## src/hw/rtl/rdi_pkg.sv

```systemverilog
`timescale 1ns / 1ps

package rdi_pkg;

    localparam int unsigned BUF_DEPTH = 65536;
    localparam int unsigned ADDR_W    = $clog2(BUF_DEPTH);
    localparam int unsigned SIZE_W    = 17;
    localparam int unsigned BYTE_W    = 8;

    localparam logic [SIZE_W-1:0] BLOCK_SIZE_RST = 17'h10000;
    localparam logic [BYTE_W-1:0] PRED_BIAS      = 8'h80;

    // Run decoder phase
    localparam logic [1:0] PH_HEADER  = 2'd0;
    localparam logic [1:0] PH_LITERAL = 2'd1;
    localparam logic [1:0] PH_REPEAT  = 2'd2;

    // Sticky block error
    localparam logic [1:0] ERR_NONE    = 2'd0;
    localparam logic [1:0] ERR_OVERRUN = 2'd1;
    localparam logic [1:0] ERR_SRC_END = 2'd2;

    // Reported status
    localparam logic [2:0] STAT_OK        = 3'd0;
    localparam logic [2:0] STAT_SRC_END   = 3'd2;
    localparam logic [2:0] STAT_SHORT     = 3'd3;
    localparam logic [2:0] STAT_NOT_READY = 3'd4;

    typedef struct packed {
        logic              we;
        logic [ADDR_W-1:0] waddr;
        logic [BYTE_W-1:0] wdata;
        logic              re;
        logic [ADDR_W-1:0] raddr;
    } t_mem_req;

    // Running predictor: first byte of a block passes unchanged.
    function automatic logic [BYTE_W-1:0] predict(input logic first,
                                                  input logic [BYTE_W-1:0] prev,
                                                  input logic [BYTE_W-1:0] d);
        logic [BYTE_W-1:0] p;
        p = first ? d : BYTE_W'(prev + d + PRED_BIAS);
        return p;
    endfunction

endpackage

```

## src/hw/rtl/rdi_cfg.sv

```systemverilog
`timescale 1ns / 1ps

module rdi_cfg (
    input  logic                        i_clk,
    input  logic                        i_rst_n,
    input  logic                        psel,
    input  logic                        penable,
    input  logic                        pwrite,
    input  logic [2:0]                  paddr,
    input  logic [31:0]                 pwdata,
    output logic [31:0]                 prdata,
    output logic                        pready,
    output logic [rdi_pkg::SIZE_W-1:0]  o_block_size
);

    logic [rdi_pkg::SIZE_W-1:0] r_block_size;
    logic                       wr_en;

    // Byte lanes ignored; word 0 holds block_size.
    assign wr_en = psel && penable && pwrite && !paddr[2];

    always_ff @(posedge i_clk) begin
        if (!i_rst_n) begin
            r_block_size <= rdi_pkg::BLOCK_SIZE_RST;
        end else if (wr_en) begin
            r_block_size <= pwdata[rdi_pkg::SIZE_W-1:0];
        end
    end

    assign prdata       = paddr[2] ? 32'h0 : 32'(r_block_size);
    assign pready       = 1'b1;
    assign o_block_size = r_block_size;

endmodule

```

## config.mk

```make
export PLATFORM = sky130hd
export DESIGN_NAME = rdi_cfg
export DESIGN_NICKNAME = d
export VERILOG_FILES = /design/src/hw/rtl/rdi_pkg.sv /design/src/hw/rtl/rdi_cfg.sv
export SDC_FILE = /design/constraint.sdc
export NUM_CORES = 1
export LEC_CHECK = 0
export BUFFER_PORTS_ARGS = -buffer_cell sky130_fd_sc_hd__buf_2
export CAP_MARGIN = 20
export CORE_MARGIN = 10
export CORE_UTILIZATION = 39
export CTS_CLUSTER_SIZE = 30
export DETAILED_ROUTE_END_ITERATION = 10
export GPL_TIMING_DRIVEN = 0
export PLACE_DENSITY = 0.83
export SKIP_LAST_GASP = 1
export SLEW_MARGIN = 20
export SYNTH_ARGS = -nofsm -noshare
export SYNTH_HDL_FRONTEND = slang
export SYNTH_SLANG_ARGS = --single-unit
```

## constraint.sdc

```tcl
create_clock -name i_clk -period 1.3 [get_ports i_clk]
set_clock_uncertainty 0.1 [all_clocks]
set_input_delay 0 -clock i_clk [delete_from_list [all_inputs] [get_ports i_clk]]
set_output_delay 0 -clock i_clk [all_outputs]
set_load 0.1 [all_outputs]
```

# Word-level counts from Yosys, hierarchy flattened
# Cells that the tools add are included.
# W data, S select, Z words.
# totals
reg_bits	17
latch_bits	0
mem_bits_rw	0
romBits	0
input_bits	40
output_inout_bits	50
word_cells	6
mem_count	0
# classes
n_addsub	0
n_mul	0
div_mod_pow	0
magnitude_cmp	0
n_eq_ne	0
shifts	0
n_mux	1
n_bitwise	0
n_reduce_logical	4
# ops
cell	count
$mux W17	1
$logic_and A1 B1 Y1	3
$logic_not A1 Y1	1

# Longest topological paths before layout
# depth
depth_word	3
ltp_mapped	4
ltp_nobuf	2

# Least setup slack after synthesis
# OpenSTA, ideal clock, no wires.
# synth_timing
path_kind	reg-to-output
startpoint	register r_block_size, in the netlist o_block_size[10]
endpoint	output port prdata[10]
t_arrival_ns	2.391
required_ns	1.200
path_slack_ns	-1.191
path_stages_with_launch	2
path_buffers	0
path_cell_list	dfxtp_1 -> nor2b_1
# synth_between
elab_chain_cells	1
# synth_rtl
item	line_no	source
start: declaration	rdi_cfg.sv:16	logic [rdi_pkg::SIZE_W-1:0] r_block_size;
start signal: assignment	rdi_cfg.sv:24	r_block_size <= rdi_pkg::BLOCK_SIZE_RST;
start signal: assignment	rdi_cfg.sv:26	r_block_size <= pwdata[rdi_pkg::SIZE_W-1:0];
$mux W17	rdi_cfg.sv:30	assign prdata = paddr[2] ? 32'h0 : 32'(r_block_size);
end: declaration	rdi_cfg.sv:11	output logic [31:0] prdata,
# Every way passes these cells.

# Worst setup path after layout
# layout_timing
startpoint	input port paddr[2]
endpoint	output port prdata[11]
# layout_between
elab_chain_cells	1
# layout_rtl
item	line_no	source
start: declaration	rdi_cfg.sv:9	input logic [2:0] paddr,
$mux W17	rdi_cfg.sv:30	
# Every way passes these cells.

==> flow_summary.yaml <==
detailed_routing:
  drt_iter0_markers: 30
  wl_met3_um: 317
  drc: 0
  wl_per_cell_um: 14.6
  drtAntennaViolNets: 0
  routed_wl_mm: 3.38
  first_pass_iters: 4
  viasPerCell: 4.32
  wl_met2_mm: 1.77
  routed.top_layer: "met4"
  met1_length_mm: 1.23
  vias: 1002
global_routing:
  first_global_vias: 1096
  grt_max_degree: 11
  grt_overflow_total: 0
  grt_pass1_wl_mm: 5.40
  antenna_found_initial: 0
  grtUsageTotal_pct: 13.3
synthesis:
  synthDistinctLibCells: 11
  syn_area_um2: 955
  synthMuxAreaShare_pct: 17.8
  synth_seq_cells: 17
  yosys-top-cells-area: "dfxtp_1, mux2i_1, buf_4, nand2_1, nor2b_1"
  yosysTopAreaCell: "dfxtp_1"
  synth-xor-area-share_pct: 0
  postSynthAreaPerCell_um2: 8.60
  yosys_warnings: 0
  synth_top_family_by_area: "simple AND/OR/NAND/NOR gates"
  synth_seq_area_share_pct: 35.6
  synth_top_area_share_pct: 35.6
  syn_inst: 111
  synth_fa_ha_area_share_pct: 0
  synth_compound_area_share_pct: 0
  synth-simple-area-share_pct: 27.9
floorplanning:
  start_util_pct: 41.9
  die_w_um: 69.5
  coreArea_um2: 2280
  die_area_um2: 4830
  num_rows: 17
  ios: 90
  die_height_um: 69.5
power:
  total_power_mw: 1.39
  p_sw_share_pct: 43.1
  pwr-share-comb_pct: 42.3
  p_sw_mw: 0.598
  leakage_nw: 0.819
  max-vdd-ir-drop_mv: 0.551
  p_int_mw: 0.789
  p_per_area_nw_per_um2: 807
  power_frac_seq_pct: 37.9
  power.share.clock_pct: 19.8
layout:
  layout.cells.most_common: "buf_2"
  largest_reg_flops: 17
  syn_to_final_growth_pct: 80.1
  fin_nets: 245
  fillers: 173
  final_cell_mix: "buf_2, nand2_1, buf_4"
  multi_input_area_um2: 581
  seqCellArea_um2: 387
  n_antenna_cell: 0
  layout-drive-gt1-share_pct: 54.9
clock_tree:
  cts_tree: "yes"
  numCtsBuffers: 3
  insertion_delay_ns: 0.27
  htree_levels: 1
  cts.path.max_buffers: 2
  clock-sinks: 17
  clockRootBuffer: "clkbuf_4"
  path_clk_slew_ns: 0.09
  cts_setup_buffers: 0
timing:
  timing.final.hold_violations: 1
  maxSlewViolCount: 0
  max_freq_ghz: 0.811
  hold_ws_ns: -0.0395
  fin_crit_ns: 1.23
  min_period_over_period_pct: 94.9
  finalSetupViolCount: 0
  setup_slack_ns: 0.0665
setup_path:
  required_ns: 1.20
  crit_type: "input pin to output port"
  crit_arrival_ns: 1.13
  cp_max_fo: 9
  path_delay_family: "buffers and inverters"
  cp_common_cell: "buf_6"
  crit_path_end_kind: "output port"
  slowest_delay_ns: 0.30
  crit_path_start_kind: "input pin"
  path_cells: "buf_2 > clkbuf_1 > buf_6 > buf_6 > nor2b_4 > clkbuf_4"
  path_buf_inv: 5
  worst_path_max_delay_cell: "clkbuf_1"
placement:
  io_buffer_count: 55
  dp_slack_ns: -0.00223
  dp_hpwl_mm: 2.54
  place_congestion: 0.774
status:
  violations: "hold timing"
  outcome: "finished, violations left"
worst_hold_path:
  hold_class: "input pin to flip-flop"
job:
  cap_violations: 0
## through the flow
step / hold WS, ns / utilization [%] / setup TNS, ns / cell area [um^2] / std cells
2_1_floorplan: 0.0316 / - / 0 / 1140 / 125
3_3_place_gp: 0.136 / 63.6 / -2.29 / 1450 / 208
3_5_place_dp: 0.143 / 64.6 / -0.00249 / 1470 / 210
4_1_cts: 0.0658 / 74.9 / 0 / 1700 / 233
5_1_grt: 0.0134 / 75.5 / -0.0132 / 1720 / 232
6_report: -0.0395 / 75.5 / 0 / 1720 / 232
## final cells by class
| class | count | area share [%] |
|---|---|---|
| Multi-Input combinational cell | 85 | 33.8 |
| Timing Repair Buffer | 75 | 30.3 |
| Sequential cell | 17 | 22.5 |
| Buffer | 23 | 9.90 |
| Tap cell | 28 | 2.04 |
| Clock buffer | 4 | 1.53 |
## cells by family after synthesis
logic type,count (synthesis)
other cells,2
buf+inv,23
flops,17
mux,17
simple gates,52
## per-layer routing
layer | vias to the layer above | global-route usage (%)
li1 | 500 | -
met1 | 448 | 13.6
met2 | 50 | 23.6
met3 | 4 | 4.56
met4 | 0 | 6.21
met5 | - | 0
## power groups by stage
stage | registers (mW) | clock network (mW) | logic, mW
3_5_place_dp | 0.538 | 0 | 0.534
2_1_floorplan | 0.621 | 0 | 0.376
5_1_grt | 0.527 | 0.309 | 0.611
4_1_cts | 0.525 | 0.292 | 0.581
3_3_place_gp | 0.536 | 0 | 0.521
6_report | 0.525 | 0.275 | 0.586
## Yosys cell counts, drive strengths merged
cell and number:
nor2b 12, conb 2, clkbuf 5, and4b 1, buf 18, mux2i 17, dfxtp 17, nand2 32
and2b 7
## worst paths after layout
check                   start                to  slack [ns]  cells after the start
max                  paddr[2]        prdata[11]        0.07                      6
min                   i_rst_n  o_block_size[12]       -0.04                      3
max reg2reg  o_block_size[10]  o_block_size[10]        0.56                      2
min reg2reg   o_block_size[1]   o_block_size[1]        0.38                      2
## worst reg2reg max path: cells and delay by family, from the launching register on
kind,cells,cell delay (ns)
flops,1,0.36
mux,1,0.15
simple gates,1,0.06
## what timing repair did
| item | CTS | global route |
|---|---|---|
| endpoints found under the setup margin | 7 | 11 |
| resized for setup | 7 | 10 |
| hold buffers | 19 | 0 |
| endpoints found under the hold margin | 17 | 0 |
Power figures use the tool's default switching activity.
